<file path="config.mk">
export PLATFORM = sky130hd
export DESIGN_NAME = first_fit_coalescing_allocator_top
export DESIGN_NICKNAME = d
export VERILOG_FILES = /design/src/hw/rtl/ffca_pkg.sv /design/src/hw/rtl/ffca_ram.sv /design/src/hw/rtl/first_fit_coalescing_allocator_top.sv
export SDC_FILE = /design/constraint.sdc
export NUM_CORES = 2
export LEC_CHECK = 0
export BUFFER_PORTS_ARGS = -buffer_cell sky130_fd_sc_hd__buf_4
export CELL_PAD_IN_SITES_DETAIL_PLACEMENT = 1
export CELL_PAD_IN_SITES_GLOBAL_PLACEMENT = 2
export CORE_MARGIN = 2
export CORE_UTILIZATION = 46
export DETAILED_ROUTE_END_ITERATION = 12
export PLACE_DENSITY = 0.95
export REMOVE_ABC_BUFFERS = 1
export SYNTH_ARGS = -nofsm -noshare
export SYNTH_HDL_FRONTEND = slang
export SYNTH_SLANG_ARGS = --single-unit
</file>
<file path="constraint.sdc">
create_clock -name clk_i -period 9 [get_ports clk_i]
set_input_delay 2.7 -clock clk_i [delete_from_list [all_inputs] [get_ports clk_i]]
set_output_delay 2.7 -clock clk_i [all_outputs]
set_load 0.02 [all_outputs]
</file>
<file path="src/hw/rtl/ffca_pkg.sv">
// ----------------------------------------------------------------------------
// ffca_pkg
// shared types and constants of the first-fit coalescing allocator
// ----------------------------------------------------------------------------
package ffca_pkg;

  // default parameter values
  localparam int unsigned MaxExtentsDef  = 16;
  localparam int unsigned HeaderBytesDef = 16;
  localparam int unsigned AddrBitsDef    = 32;

  // action codes
  localparam logic [1:0] ACT_ALLOC = 2'd0;
  localparam logic [1:0] ACT_FREE  = 2'd1;
  localparam logic [1:0] ACT_INIT  = 2'd2;
  localparam logic [1:0] ACT_NOP   = 2'd3;

  // status codes
  localparam logic [1:0] ST_OK    = 2'd0;
  localparam logic [1:0] ST_NOFIT = 2'd1;
  localparam logic [1:0] ST_FULL  = 2'd2;

  // register indexes
  localparam logic [1:0] REG_BASE  = 2'd0;
  localparam logic [1:0] REG_BYTES = 2'd1;
  localparam logic [1:0] REG_OVH   = 2'd2;

  typedef struct packed {
    logic [1:0]  action;
    logic [31:0] request_bytes;
    logic [2:0]  align_log2;
    logic [31:0] address;
    logic [31:0] block_bytes;
    logic [7:0]  block_adjust;
  } ffca_req_t;

  typedef struct packed {
    logic [1:0]  status;
    logic [31:0] result_address;
    logic [31:0] granted_bytes;
    logic [7:0]  granted_adjust;
    logic [31:0] used_bytes;
    logic [31:0] live_count;
  } ffca_rsp_t;

endpackage

</file>
<file path="src/hw/rtl/ffca_ram.sv">
// ----------------------------------------------------------------------------
// ffca_ram
// generic single-write, single-read ram with registered read data
// ----------------------------------------------------------------------------
module ffca_ram #(
  parameter int unsigned Width = 8,
  parameter int unsigned Depth = 16
) (
  input  logic                     clk_i,
  input  logic                     we_i,
  input  logic [$clog2(Depth)-1:0] waddr_i,
  input  logic [Width-1:0]         wdata_i,
  input  logic [$clog2(Depth)-1:0] raddr_i,
  output logic [Width-1:0]         rdata_o
);

  logic [Width-1:0] mem [Depth];

  always_ff @(posedge clk_i) begin
    if (we_i) begin
      mem[waddr_i] <= wdata_i;
    end
    rdata_o <= mem[raddr_i];
  end

endmodule

</file>
<file path="src/hw/rtl/first_fit_coalescing_allocator_top.sv">
// ----------------------------------------------------------------------------
// first_fit_coalescing_allocator_top
// first-fit free-extent allocator with merging of neighbor extents on free
// ----------------------------------------------------------------------------
// usage:
//   a command transfer is taken when start is high and busy is low; busy
//   then stays high until the command is done. the result is on rsp_o for
//   exactly one cycle, marked by rsp_valid_o; the receiver cannot stall it.
//   a new command may be issued in the cycle the result is shown.
//   the apb port writes region_base (0x0), region_bytes (0x4) and
//   overhead_bytes (0x8); write it only while busy is low.
// what each command does while busy is high (the strobe comes in the cycle
// after), using the one shared adder and the extent ram with registered read:
//   no operation: nothing; initialize: writes the one region extent
//   allocate : examines extents in order, then splits the first that fits,
//              or shifts entries down when it is used up whole; fails if none fits
//   free     : scans extents, then merges with one neighbor, or merges with
//              both and shifts entries down, or inserts and shifts entries up;
//              reports full when the table has no room to insert
// reset: the extent table is empty until an initialize command; the
// counters reset to used 64, live 0. the table ram needs no clearing.
// ----------------------------------------------------------------------------
module first_fit_coalescing_allocator_top #(
  parameter int unsigned MAX_EXTENTS  = ffca_pkg::MaxExtentsDef,
  parameter int unsigned HEADER_BYTES = ffca_pkg::HeaderBytesDef,
  parameter int unsigned ADDR_BITS    = ffca_pkg::AddrBitsDef
) (
  input  logic               clk_i,
  input  logic               rst_ni,
  // command channel
  input  logic               start,
  output logic               busy,
  input  ffca_pkg::ffca_req_t req_i,
  // result channel
  output logic               rsp_valid_o,
  output ffca_pkg::ffca_rsp_t rsp_o,
  // configuration
  input  logic               psel,
  input  logic               penable,
  input  logic               pwrite,
  input  logic [3:0]         paddr,
  input  logic [31:0]        pwdata,
  output logic [31:0]        prdata,
  output logic               pready
);
  import ffca_pkg::*;

  localparam int unsigned AW = ADDR_BITS;
  localparam int unsigned IW = $clog2(MAX_EXTENTS);
  localparam int unsigned CW = $clog2(MAX_EXTENTS + 1);
  localparam int unsigned WA = (AW > 33) ? AW : 33;   // shared adder width
  localparam int unsigned EW = AW + 32;               // table entry {start, size}

  typedef enum logic [4:0] {
    S_IDLE, S_INIT, S_FIN, S_FAIL,
    S_A_RD, S_A_ADJ, S_A_TOT, S_A_CMP, S_A_SPL, S_A_ADR, S_A_USE,
    S_F_BS, S_F_BE, S_F_RD, S_F_CHK, S_F_DEC, S_F_DEC2, S_F_SAT2, S_F_CNT,
    S_I_RD, S_I_WR, S_R_CHK, S_R_WR
  } state_e;

  state_e state_q;

  // configuration registers
  logic [31:0] region_base_q, region_bytes_q;
  logic [11:0] overhead_q;

  // latched command
  logic [1:0]    act_q;
  logic [31:0]   req_bytes_q;
  logic [2:0]    align_q;
  logic [AW-1:0] addr_q;
  logic [31:0]   bsize_q;
  logic [7:0]    badj_q;

  // working registers
  logic [CW-1:0] idx_q, jdx_q, count_q;
  logic [AW-1:0] cur_s_q, prev_s_q, bstart_q, bend_q;
  logic [31:0]   cur_z_q, prev_z_q, tmp_q;
  logic [7:0]    adj_q;
  logic [32:0]   tot_q, diff_q;
  logic          mprev_q;
  logic [31:0]   used_q, live_q;

  // result registers
  logic          valid_q;
  logic [1:0]    res_status_q;
  logic [31:0]   res_addr_q, res_bytes_q;
  logic [7:0]    res_adj_q;

  // ram
  logic          ram_we;
  logic [IW-1:0] ram_waddr, ram_raddr;
  logic [EW-1:0] ram_wdata, ram_rdata;
  logic [AW-1:0] rd_start;
  logic [31:0]   rd_size;

  ffca_ram #(.Width(EW), .Depth(MAX_EXTENTS)) u_table (
    .clk_i   (clk_i),
    .we_i    (ram_we),
    .waddr_i (ram_waddr),
    .wdata_i (ram_wdata),
    .raddr_i (ram_raddr),
    .rdata_o (ram_rdata)
  );

  assign rd_start = ram_rdata[EW-1:32];
  assign rd_size  = ram_rdata[31:0];

  // shared adder / subtractor
  logic [WA-1:0] add_a, add_x, add_b;
  logic          add_sub;
  logic [WA:0]   add_sum;
  logic          carry;
  logic [31:0]   sat_sum;

  assign add_b   = add_sub ? ~add_x : add_x;
  assign add_sum = {1'b0, add_a} + {1'b0, add_b} + {{WA{1'b0}}, add_sub};
  assign carry   = add_sum[WA];            // on subtract: no borrow
  assign sat_sum = add_sum[32] ? 32'hFFFF_FFFF : add_sum[31:0];

  logic mnext_c, accept, cfg_we;
  logic [6:0] base_lo, amask;

  assign accept  = start && !busy;
  assign busy    = (state_q != S_IDLE);
  assign mnext_c = (idx_q < count_q) && (cur_s_q == bend_q);
  assign cfg_we  = psel && penable && pwrite;
  assign pready  = 1'b1;

  // alignment adjustment from the low bits of the extent start
  assign base_lo = rd_start[6:0] + 7'(HEADER_BYTES);
  assign amask   = 7'((8'd1 << align_q) - 8'd1);

  always_comb begin
    add_a   = '0;
    add_x   = '0;
    add_sub = 1'b0;
    case (state_q)
      S_A_TOT:  begin add_a = WA'(req_bytes_q); add_x = WA'(adj_q); end
      S_A_CMP:  begin add_a = WA'(cur_z_q); add_x = WA'(tot_q); add_sub = 1'b1; end
      S_A_SPL:  begin add_a = WA'(cur_s_q); add_x = WA'(tot_q); end
      S_A_ADR:  begin add_a = WA'(cur_s_q); add_x = WA'(adj_q); end
      S_A_USE:  begin add_a = WA'(used_q); add_x = WA'(tot_q); end
      S_F_BS:   begin add_a = WA'(addr_q); add_x = WA'(badj_q); add_sub = 1'b1; end
      S_F_BE:   begin add_a = WA'(bstart_q); add_x = WA'(bsize_q); end
      S_F_CHK:  begin add_a = WA'(rd_start); add_x = WA'(bend_q); add_sub = 1'b1; end
      S_F_DEC:  begin add_a = WA'(prev_s_q); add_x = WA'(prev_z_q); end
      S_F_DEC2: begin
        add_a = mprev_q ? WA'(prev_z_q) : WA'(cur_z_q);
        add_x = WA'(bsize_q);
      end
      S_F_SAT2: begin add_a = WA'(tmp_q); add_x = WA'(cur_z_q); end
      S_F_CNT:  begin add_a = WA'(used_q); add_x = WA'(bsize_q); add_sub = 1'b1; end
      default:  ;
    endcase
  end

  // table port control
  always_comb begin
    ram_we    = 1'b0;
    ram_waddr = idx_q[IW-1:0];
    ram_wdata = ram_rdata;
    ram_raddr = idx_q[IW-1:0];
    case (state_q)
      S_INIT: begin
        ram_we    = 1'b1;
        ram_waddr = '0;
        ram_wdata = {AW'(region_base_q), region_bytes_q};
      end
      S_A_SPL: begin
        ram_we    = 1'b1;
        ram_wdata = {add_sum[AW-1:0], diff_q[31:0]};
      end
      S_F_DEC2: begin
        if (mprev_q && !mnext_c) begin
          ram_we    = 1'b1;
          ram_waddr = IW'(idx_q - 1'b1);
          ram_wdata = {prev_s_q, sat_sum};
        end else if (!mprev_q && mnext_c) begin
          ram_we    = 1'b1;
          ram_wdata = {bstart_q, sat_sum};
        end
      end
      S_F_SAT2: begin
        ram_we    = 1'b1;
        ram_waddr = IW'(idx_q - 1'b1);
        ram_wdata = {prev_s_q, sat_sum};
      end
      S_I_RD: begin
        ram_raddr = IW'(jdx_q - 1'b1);
        if (jdx_q == idx_q) begin
          ram_we    = 1'b1;
          ram_wdata = {bstart_q, bsize_q};
        end
      end
      S_I_WR: begin
        ram_we    = 1'b1;
        ram_waddr = jdx_q[IW-1:0];
      end
      S_R_CHK: ram_raddr = IW'(idx_q + 1'b1);
      S_R_WR:  ram_we    = 1'b1;
      default: ;
    endcase
  end

  // configuration read back
  always_comb begin
    case (paddr[3:2])
      REG_BASE:  prdata = region_base_q;
      REG_BYTES: prdata = region_bytes_q;
      REG_OVH:   prdata = {20'd0, overhead_q};
      default:   prdata = '0;
    endcase
  end

  // sequencer
  always_ff @(posedge clk_i or negedge rst_ni) begin
    if (!rst_ni) begin
      state_q        <= S_IDLE;
      region_base_q  <= '0;
      region_bytes_q <= 32'd65536;
      overhead_q     <= 12'd64;
      act_q          <= ACT_NOP;
      req_bytes_q    <= '0;
      align_q        <= '0;
      addr_q         <= '0;
      bsize_q        <= '0;
      badj_q         <= '0;
      idx_q          <= '0;
      jdx_q          <= '0;
      count_q        <= '0;
      cur_s_q        <= '0;
      prev_s_q       <= '0;
      bstart_q       <= '0;
      bend_q         <= '0;
      cur_z_q        <= '0;
      prev_z_q       <= '0;
      tmp_q          <= '0;
      adj_q          <= '0;
      tot_q          <= '0;
      diff_q         <= '0;
      mprev_q        <= 1'b0;
      used_q         <= 32'd64;
      live_q         <= '0;
      valid_q        <= 1'b0;
      res_status_q   <= ST_OK;
      res_addr_q     <= '0;
      res_bytes_q    <= '0;
      res_adj_q      <= '0;
    end else begin
      valid_q <= 1'b0;
      if (cfg_we) begin
        case (paddr[3:2])
          REG_BASE:  region_base_q  <= pwdata;
          REG_BYTES: region_bytes_q <= pwdata;
          REG_OVH:   overhead_q     <= pwdata[11:0];
          default:   ;
        endcase
      end
      case (state_q)
        S_IDLE: begin
          if (accept) begin
            act_q        <= req_i.action;
            req_bytes_q  <= req_i.request_bytes;
            align_q      <= req_i.align_log2;
            addr_q       <= AW'(req_i.address);
            bsize_q      <= req_i.block_bytes;
            badj_q       <= req_i.block_adjust;
            res_status_q <= ST_OK;
            res_addr_q   <= '0;
            res_bytes_q  <= '0;
            res_adj_q    <= '0;
            idx_q        <= '0;
            case (req_i.action)
              ACT_ALLOC: state_q <= (count_q == '0) ? S_FAIL : S_A_RD;
              ACT_FREE:  state_q <= S_F_BS;
              ACT_INIT:  state_q <= S_INIT;
              default:   state_q <= S_FIN;
            endcase
          end
        end
        S_INIT: begin
          count_q <= CW'(1);
          used_q  <= 32'(overhead_q);
          live_q  <= '0;
          state_q <= S_FIN;
        end
        S_FAIL: begin
          res_status_q <= ST_NOFIT;
          state_q      <= S_FIN;
        end
        S_FIN: begin
          valid_q <= 1'b1;
          state_q <= S_IDLE;
        end
        // ---- allocate: first-fit scan
        S_A_RD:  state_q <= S_A_ADJ;
        S_A_ADJ: begin
          cur_s_q <= rd_start;
          cur_z_q <= rd_size;
          adj_q   <= 8'(HEADER_BYTES) + {1'b0, (7'd0 - base_lo) & amask};
          state_q <= S_A_TOT;
        end
        S_A_TOT: begin
          tot_q   <= add_sum[32:0];
          state_q <= S_A_CMP;
        end
        S_A_CMP: begin
          diff_q <= add_sum[32:0];
          if (!carry) begin
            // extent too small: next one
            idx_q   <= idx_q + 1'b1;
            state_q <= (idx_q + 1'b1 == count_q) ? S_FAIL : S_A_RD;
          end else if (add_sum[32:0] <= 33'(HEADER_BYTES)) begin
            // leftover too small to keep: take the whole extent
            tot_q   <= {1'b0, cur_z_q};
            state_q <= S_R_CHK;
          end else begin
            state_q <= S_A_SPL;
          end
        end
        S_A_SPL: state_q <= S_A_ADR;
        S_A_ADR: begin
          res_addr_q <= 32'(add_sum[AW-1:0]);
          state_q    <= S_A_USE;
        end
        S_A_USE: begin
          used_q      <= add_sum[31:0];
          live_q      <= live_q + 32'd1;
          res_bytes_q <= tot_q[31:0];
          res_adj_q   <= adj_q;
          state_q     <= S_FIN;
        end
        // ---- free: locate insertion point and merge
        S_F_BS: begin
          bstart_q <= add_sum[AW-1:0];
          state_q  <= S_F_BE;
        end
        S_F_BE: begin
          bend_q  <= add_sum[AW-1:0];
          state_q <= (count_q == '0) ? S_F_DEC : S_F_RD;
        end
        S_F_RD:  state_q <= S_F_CHK;
        S_F_CHK: begin
          if (!carry) begin
            // extent starts below block end: keep it as lower neighbor
            prev_s_q <= rd_start;
            prev_z_q <= rd_size;
            idx_q    <= idx_q + 1'b1;
            state_q  <= (idx_q + 1'b1 == count_q) ? S_F_DEC : S_F_RD;
          end else begin
            cur_s_q <= rd_start;
            cur_z_q <= rd_size;
            state_q <= S_F_DEC;
          end
        end
        S_F_DEC: begin
          mprev_q <= (idx_q != '0) && (add_sum[AW-1:0] == bstart_q);
          state_q <= S_F_DEC2;
        end
        S_F_DEC2: begin
          if (mprev_q && mnext_c) begin
            tmp_q   <= sat_sum;
            state_q <= S_F_SAT2;
          end else if (mprev_q || mnext_c) begin
            state_q <= S_F_CNT;
          end else if (count_q >= CW'(MAX_EXTENTS)) begin
            res_status_q <= ST_FULL;
            state_q      <= S_FIN;
          end else begin
            jdx_q   <= count_q;
            state_q <= S_I_RD;
          end
        end
        S_F_SAT2: state_q <= S_R_CHK;
        S_F_CNT: begin
          used_q  <= add_sum[31:0];
          live_q  <= live_q - 32'd1;
          state_q <= S_FIN;
        end
        // ---- insert: shift entries up from the top
        S_I_RD: begin
          if (jdx_q == idx_q) begin
            count_q <= count_q + 1'b1;
            state_q <= S_F_CNT;
          end else begin
            state_q <= S_I_WR;
          end
        end
        S_I_WR: begin
          jdx_q   <= jdx_q - 1'b1;
          state_q <= S_I_RD;
        end
        // ---- remove: shift entries down over the hole
        S_R_CHK: begin
          if (idx_q + 1'b1 < count_q) begin
            state_q <= S_R_WR;
          end else begin
            count_q <= count_q - 1'b1;
            state_q <= (act_q == ACT_ALLOC) ? S_A_ADR : S_F_CNT;
          end
        end
        S_R_WR: begin
          idx_q   <= idx_q + 1'b1;
          state_q <= S_R_CHK;
        end
        default: state_q <= S_IDLE;
      endcase
    end
  end

  assign rsp_valid_o          = valid_q;
  assign rsp_o.status         = res_status_q;
  assign rsp_o.result_address = res_addr_q;
  assign rsp_o.granted_bytes  = res_bytes_q;
  assign rsp_o.granted_adjust = res_adj_q;
  assign rsp_o.used_bytes     = used_q;
  assign rsp_o.live_count     = live_q;

  // assertions
  a_count_bound: assert property (@(posedge clk_i) disable iff (!rst_ni)
    count_q <= CW'(MAX_EXTENTS))
    else $error("extent count above table depth");

  a_accept_busy: assert property (@(posedge clk_i) disable iff (!rst_ni)
    accept |=> busy)
    else $error("command transfer did not raise busy");

  a_strobe_idle: assert property (@(posedge clk_i) disable iff (!rst_ni)
    rsp_valid_o |-> !busy && !$past(rsp_valid_o))
    else $error("result strobe while busy or longer than one cycle");

  a_full_status: assert property (@(posedge clk_i) disable iff (!rst_ni)
    (rsp_valid_o && rsp_o.status == ST_FULL) |-> count_q == CW'(MAX_EXTENTS))
    else $error("table full reported with free entries");

  a_insert_room: assert property (@(posedge clk_i) disable iff (!rst_ni)
    (state_q == S_I_RD) |-> count_q < CW'(MAX_EXTENTS))
    else $error("insert started on a full table");

endmodule

</file>
Word level (Yosys, flattened, before mapping)
Memories as Yosys holds them, arrays and structs flattened. A register that Yosys moved wholly into a read port is not among the register bits.
Cells that the tools add are included.
{"block": "classes", "addsub": 13, "order_cmp": 4, "n_eq_ne": 41, "n_shift": 1, "n_mux": 66, "bitwise_logic": 3, "reduce_logical": 53}
{"op": "$pmux W32 S10", "n": 1}
{"op": "$pmux W32 S2", "n": 5}
{"op": "$pmux W64 S5", "n": 1}
{"op": "$pmux W33 S7", "n": 1}
{"op": "$mux W64", "n": 3}
{"op": "$pmux W32 S3", "n": 2}
{"op": "$mux W32", "n": 5}
{"op": "$mux W33", "n": 3}
{"op": "$pmux W5 S18", "n": 1}
{"op": "$mux W5", "n": 15}
{"op": "$pmux W33 S2", "n": 1}
{"op": "$eq A32 B32 Y1", "n": 2}
{"op": "$eq A5 B4 Y1 const B", "n": 8}
{"op": "$eq A5 B5 Y1 const B", "n": 7}
{"op": "$add A33 B33 Y34", "n": 1}
{"op": "$add A34 B1 Y34", "n": 1}
{"op": "$le A33 B5 Y1 const B", "n": 1}
{"op": "$not A33 Y33", "n": 1}
{"op": "$add A32 B1 Y32 const B", "n": 1}
{"op": "$sub A32 B1 Y32 const B", "n": 1}
{"op": "$pmux W5 S3", "n": 2}
{"op": "$ne A2 B2 Y1 const B", "n": 11}
{"op": "$eq A5 B3 Y1 const B", "n": 4}
{"op": "$reduce_and A2 Y1", "n": 9}
{"op": "44 further kinds", "n": 94}
{"block": "word_totals", "reg_bits": 642, "ram_bits": 1024, "wordCells": 213, "mem_count": 1}
{"memory": "u_table.mem", "depth": 16, "word_bits": 64, "rd": 1, "rd_clocked_by_memory_dff": 1, "wr": 1, "line_no": "ffca_ram.sv:17", "source": "logic [Width-1:0] mem [Depth];"}

Longest topological paths before layout
{"block": "depth", "depth_word": 11, "ltp_mapped": 27}

Cells and area by module
A second synthesis with hierarchy kept.
{"block": "hier_totals", "cells_unflattened": 5380, "hier_area_um2": 75700.1}
{"module": "ffca_ram", "n_inst": 1, "cells_each": 1647, "area_per_inst_um2": 39581.7}
{"module": "first_fit_coalescing_allocator_top", "n_inst": 1, "cells_each": 3733, "area_per_inst_um2": 36118.4}

Worst setup path before layout
OpenSTA, ideal clock, no wires.
{"block": "synth_timing", "path_kind": "input-to-output", "startpoint": "input paddr[2]", "endpoint": "output prdata[10]", "t_arrival_ns": 4.077, "t_required_ns": 6.300, "slack_ns": 2.223, "stages": 4, "path_cell_list": "clkbuf_1 -> buf_1 -> mux2i_1 -> o21ai_0"}
{"block": "synth_via", "elab_chain_len": 2}
{"item": "start, declared", "line_no": "first_fit_coalescing_allocator_top.sv:41", "source": "input logic [3:0] paddr,"}
{"item": "$eq A2 B2 Y1 (tied with other cells)", "line_no": "first_fit_coalescing_allocator_top.sv:208", "source": "case (paddr[3:2])"}
{"item": "$pmux W32 S3 (*)", "line_no": "first_fit_coalescing_allocator_top.sv:208"}
{"item": "end, declared", "line_no": "first_fit_coalescing_allocator_top.sv:43", "source": "output logic [31:0] prdata,"}
Every way passes the cells marked *; elsewhere a longest branch is shown, timed or not.

Worst setup path in the final report
{"block": "layout_timing", "startpoint": "register state_q[1]", "endpoint": "register tot_q[2]"}
{"block": "layout_via", "elab_chain_len": 10}
{"item": "start, declared", "line_no": "first_fit_coalescing_allocator_top.sv:61", "source": "state_e state_q;"}
{"item": "start signal, assigned", "line_no": "first_fit_coalescing_allocator_top.sv:275", "source": "ACT_ALLOC: state_q <= (count_q == '0) ? S_FAIL : S_A_RD;"}
{"item": "start signal, assigned", "line_no": "first_fit_coalescing_allocator_top.sv:313", "source": "state_q <= (idx_q + 1'b1 == count_q) ? S_FAIL : S_A_RD;"}
{"item": "start signal, assigned", "line_no": "first_fit_coalescing_allocator_top.sv:341", "source": "state_q <= (count_q == '0) ? S_F_DEC : S_F_RD;"}
{"item": "$eq A5 B5 Y1 (tied with other cells)", "line_no": "first_fit_coalescing_allocator_top.sv:138", "source": "case (state_q)"}
{"item": "$reduce_or A3 Y1 (no line) or $reduce_or A2 Y1 (tied branches)"}
{"item": "$pmux W33 S7", "line_no": "first_fit_coalescing_allocator_top.sv:138"}
{"item": "$not A33 Y33", "line_no": "first_fit_coalescing_allocator_top.sv:116", "source": "assign add_b = add_sub ? ~add_x : add_x;"}
{"item": "$mux W33", "line_no": "first_fit_coalescing_allocator_top.sv:116"}
{"item": "$add A33 B33 Y34", "line_no": "first_fit_coalescing_allocator_top.sv:117", "source": "assign add_sum = {1'b0, add_a} + {1'b0, add_b} + {{WA{1'b0}}, add_sub};"}
{"item": "$add A34 B1 Y34", "line_no": "first_fit_coalescing_allocator_top.sv:117"}
{"item": "$le A33 B5 Y1", "line_no": "first_fit_coalescing_allocator_top.sv:314", "source": "end else if (add_sum[32:0] <= 33'(HEADER_BYTES)) begin"}
{"item": "$ne A2 B2 Y1 (no line)"}
{"item": "$reduce_and A3 Y1 (no line)"}
{"item": "end signal, assigned", "line_no": "first_fit_coalescing_allocator_top.sv:305", "source": "tot_q <= add_sum[32:0];"}
{"item": "end signal, assigned", "line_no": "first_fit_coalescing_allocator_top.sv:316", "source": "tot_q <= {1'b0, cur_z_q};"}
{"item": "end, declared", "line_no": "first_fit_coalescing_allocator_top.sv:80", "source": "logic [32:0] tot_q, diff_q;"}
Several ways; a longest one is shown, not always the timed one.
A chain may end at the register's enable or synchronous reset.

==> summary.txt <==
Global route
  • Gr usage total: 34.0%
  • First-pass GRT wire length: 432 mm
  • Vias in the first global route: 62550
  • Grt ovf: 0
  • Initial antenna violation count: 13
  • Largest net degree at the start of global routing: 225

Synth
  • Syn avg cell area: between 10 and 15 sq um
  • Synth Area in Compound Gates: between 10% and 20%
  • Register area share after synthesis: 61.7%
  • Syn Std Cell Area: 78000 sq um
  • Distinct cells, synth: 106
  • EDFF count, synth: 1024
  • Xor/xnor cell area share of the yosys netlist: 1.88%
  • Main combinational cell family by area after synthesis: compound AO/OA/AOI/OAI gates
  • Synth async-reset ratio: 37.1%
  • Main flop type after synthesis: edfxtp_1
  • Synth Register Bits: 1730
  • Mux contribution to synthesized area: under 10%
  • Post-synthesis adder-cell area fraction: 1.49%
  • Ys Warns: 0
  • Cells after synthesis: 6520
  • Simple-gate area share of the yosys netlist: 10.6%

Routing
  • DRT Wirelength: 300 mm
  • Vias/cell: between 6 and 7
  • DRC Markers: 0
  • Via Count: approximately 60000
  • ANT nets after route: 0
  • DR WL/cell: 33.1 microns
  • Number of iterations in the first detailed-routing pass: 12
  • Initial DRC Count: 8553

Pwr
  • Leak: 34.3 nW
  • Final Power: between 20 and 30 mW
  • PD cells: 282 nW/um^2
  • Peak VDD IR: 193 uV

CTS
  • TritonCTS Sinks: 1730
  • H-tree levels: 4
  • Reg clk slew, reported paths: 0.07 ns
  • # Post-CTS Setup Buffers: 0
  • Root buf cell: clkbuf_16
  • Hold_buf cts: 0
  • Total CTS buffers: 179
  • CTS resizes: 0
  • CTS tree: built
  • Worst-Skew Late Latency: around 0.88 ns
  • Clock buffer depth: 3

Hold path
  • Hold/Removal Path Class: flop to flop
  • Hold_sp: act_q[1]
  • Hold depth: 2
  • Hold Path End: act_q[1]

Finish
  • Layout cells sized above 1: 16.7%
  • Most frequent cells in the layout: edfxtp_1, nand2_1, dfrtp_1, buf_4, a211oi_1
  • Max reg flops: 1024
  • Area grow syn2layout: 14.0%
  • Fin util: 52.6%
  • Top flop regs: u_table.mem x1024, u_table.rdata_o x64, tot_q x33
  • Filler cells: 17202
  • Total Nets Final: between 6000 and 7000
  • Most common cell after layout, fill and taps aside: edfxtp_1
  • Most flop-heavy register: u_table.mem

Worst setup path
  • CP arrival: 9.02 ns
  • Worst r2r path cells: 23
  • Critical Path Sink Type: flop
  • CP required: ~9.7 ns
  • R2R Path End: tot_q[2]
  • CP Launch Type: flop
  • CP Max Fanout: 25
  • R2r startpoint: state_q[1]
  • Critical Setup Path Class: flop to flop
  • Worst R2R Setup Slack: 0.70 ns

Timing
  • Max transition margin: -2.22%
  • Final Hold Vio Count: 0
  • Worst-margin pin slew: 1.53 ns
  • RSZ-0062 raised after global routing: false
  • Final worst path period need: 8.30 ns
  • Final worst-path cycle share: 92.2%
  • Final Max Slew Viols: 17
  • Hold WS: around 0.48 ns
  • Fin Clk Skew: 0.0462 ns
  • Fmax: 120 MHz
  • Final setup viols: 0

Placed design
  • DP HPWL: 178 mm
  • IO Port Bufs: 320
  • Final GP Congestion: roughly 0.95

Run status
  • Violated checks: max-capacitance violations, max-slew violations
  • Status: finished, violations left

Die
  • Die width: roughly 420 microns
  • Initial Utilization: 46.2%
  • Die Span Y: 416 microns
  • Die area: around 170000 sq um
  • I/O pins: 324
  • Area of the core: around 170000 sq um
  • Row count: between 150 and 200

Job
  • Max Cap Violations: 1
-- final cells by class --
class                      count  area, sq um  area share [%]
tap                         2218         2780            3.12
multi-input combinational   4242        28200            31.7
clock inverter                78          694           0.781
sequential                  1730        48100            54.1
clock buffer                 259         5100            5.73
inverter                      45          169           0.190
timing repair buffer         467         3880            4.36
antenna                       10         25.0          0.0281
-- where the power goes --
group | switching (mW) | leakage, nW | internal (mW)
registers | 1.36 | 18.3 | 10.5
logic | 3.89 | 13.2 | 1.80
clock network | 3.25 | 2.83 | 4.20
total | 8.50 | 34.3 | 16.5
-- critical path, stage by stage, from the launching register on --
cell and delay (ns):
dfrtp_1 0.87, inv_1 0.18, nor2_1 0.24, nand2_1 0.26, nor2_4 0.83, buf_4 0.41, buf_4 0.28, a222oi_1 0.12
nand2_1 0.16, xnor2_1 0.10, ha_1 0.50, a2111oi_0 0.46, o21a_1 0.24, o21ai_0 0.25, nor3_1 0.29, a21oi_1 0.19
a31oi_1 0.34, o211ai_1 0.24, and2_1 0.24, o2111ai_1 0.23, nor4_4 0.08, a21oi_4 0.75, buf_12 0.36, mux2_1 0.38
-- synth_stat cells (101+ instances only) --
| cell type | number | area share, % |
|---|---|---|
| o21ai_0 | 337 | 2.2 |
| nor2_1 | 225 | 1.1 |
| and2_1 | 264 | 2.1 |
| a31oi_1 | 171 | 1.4 |
| nand3_1 | 101 | 0.65 |
| xnor2_1 | 102 | 1.1 |
| a21oi_1 | 294 | 1.9 |
| a211oi_1 | 341 | 3.3 |
| mux2_2 | 275 | 4.0 |
| a311oi_1 | 129 | 1.4 |
| dfrtp_1 | 637 | 20 |
| clkbuf_1 | 445 | 2.1 |
| nand2_1 | 1011 | 4.9 |
| edfxtp_1 | 1024 | 39 |
-- per-stage QoR --
step / instance area [sq um] / std cells / setup TNS, ns / setup WS (ns)
2_1_floorplan: 76000 / 6017 / -1837.71 / -23.31
3_3_place_gp: 83100 / 8702 / 0 / 1.32
3_5_place_dp: 83100 / 8702 / 0 / 1.21
4_1_cts: 88900 / 9039 / 0 / 1.11
5_1_grt: 88900 / 9039 / 0 / 0.641
6_report: 88900 / 9049 / 0 / 0.701
-- kinds of logic after synthesis --
kind of cell / count (synthesis)
flip-flops: 1730
other: 1
multiplexers: 406
adder cells (fa/ha/maj): 91
AND/OR/NAND/NOR: 1825
AO/OA/AOI/OAI: 1757
XOR/XNOR: 162
buffers and inverters: 548
-- worst max-delay path by stage --
stage,start,endpoint,slack [ns],cells past startpoint
floorplan,state_q[4],u_table.rdata_o[0],-23.31,9
global placement,state_q[1],tot_q[17],1.32,21
detailed placement,state_q[1],tot_q[2],1.21,23
CTS,state_q[1],tot_q[2],1.11,23
global route,state_q[1],tot_q[2],0.64,23
finish,state_q[1],tot_q[2],0.70,23
-- per-layer routing --
| metal | part of all wire (%) | GRT usage [%] | vias to the layer above |
|---|---|---|---|
| met2 | 45 | 52.6 | 3907 |
| met3 | 10 | 8.56 | 1093 |
| li1 | - | - | 24807 |
| met5 | 0.025 | 0 | - |
| met1 | 37 | 42.4 | 30872 |
| met4 | 7.8 | 22.6 | 12 |
No activity file was read; power rests on OpenSTA's default activity.
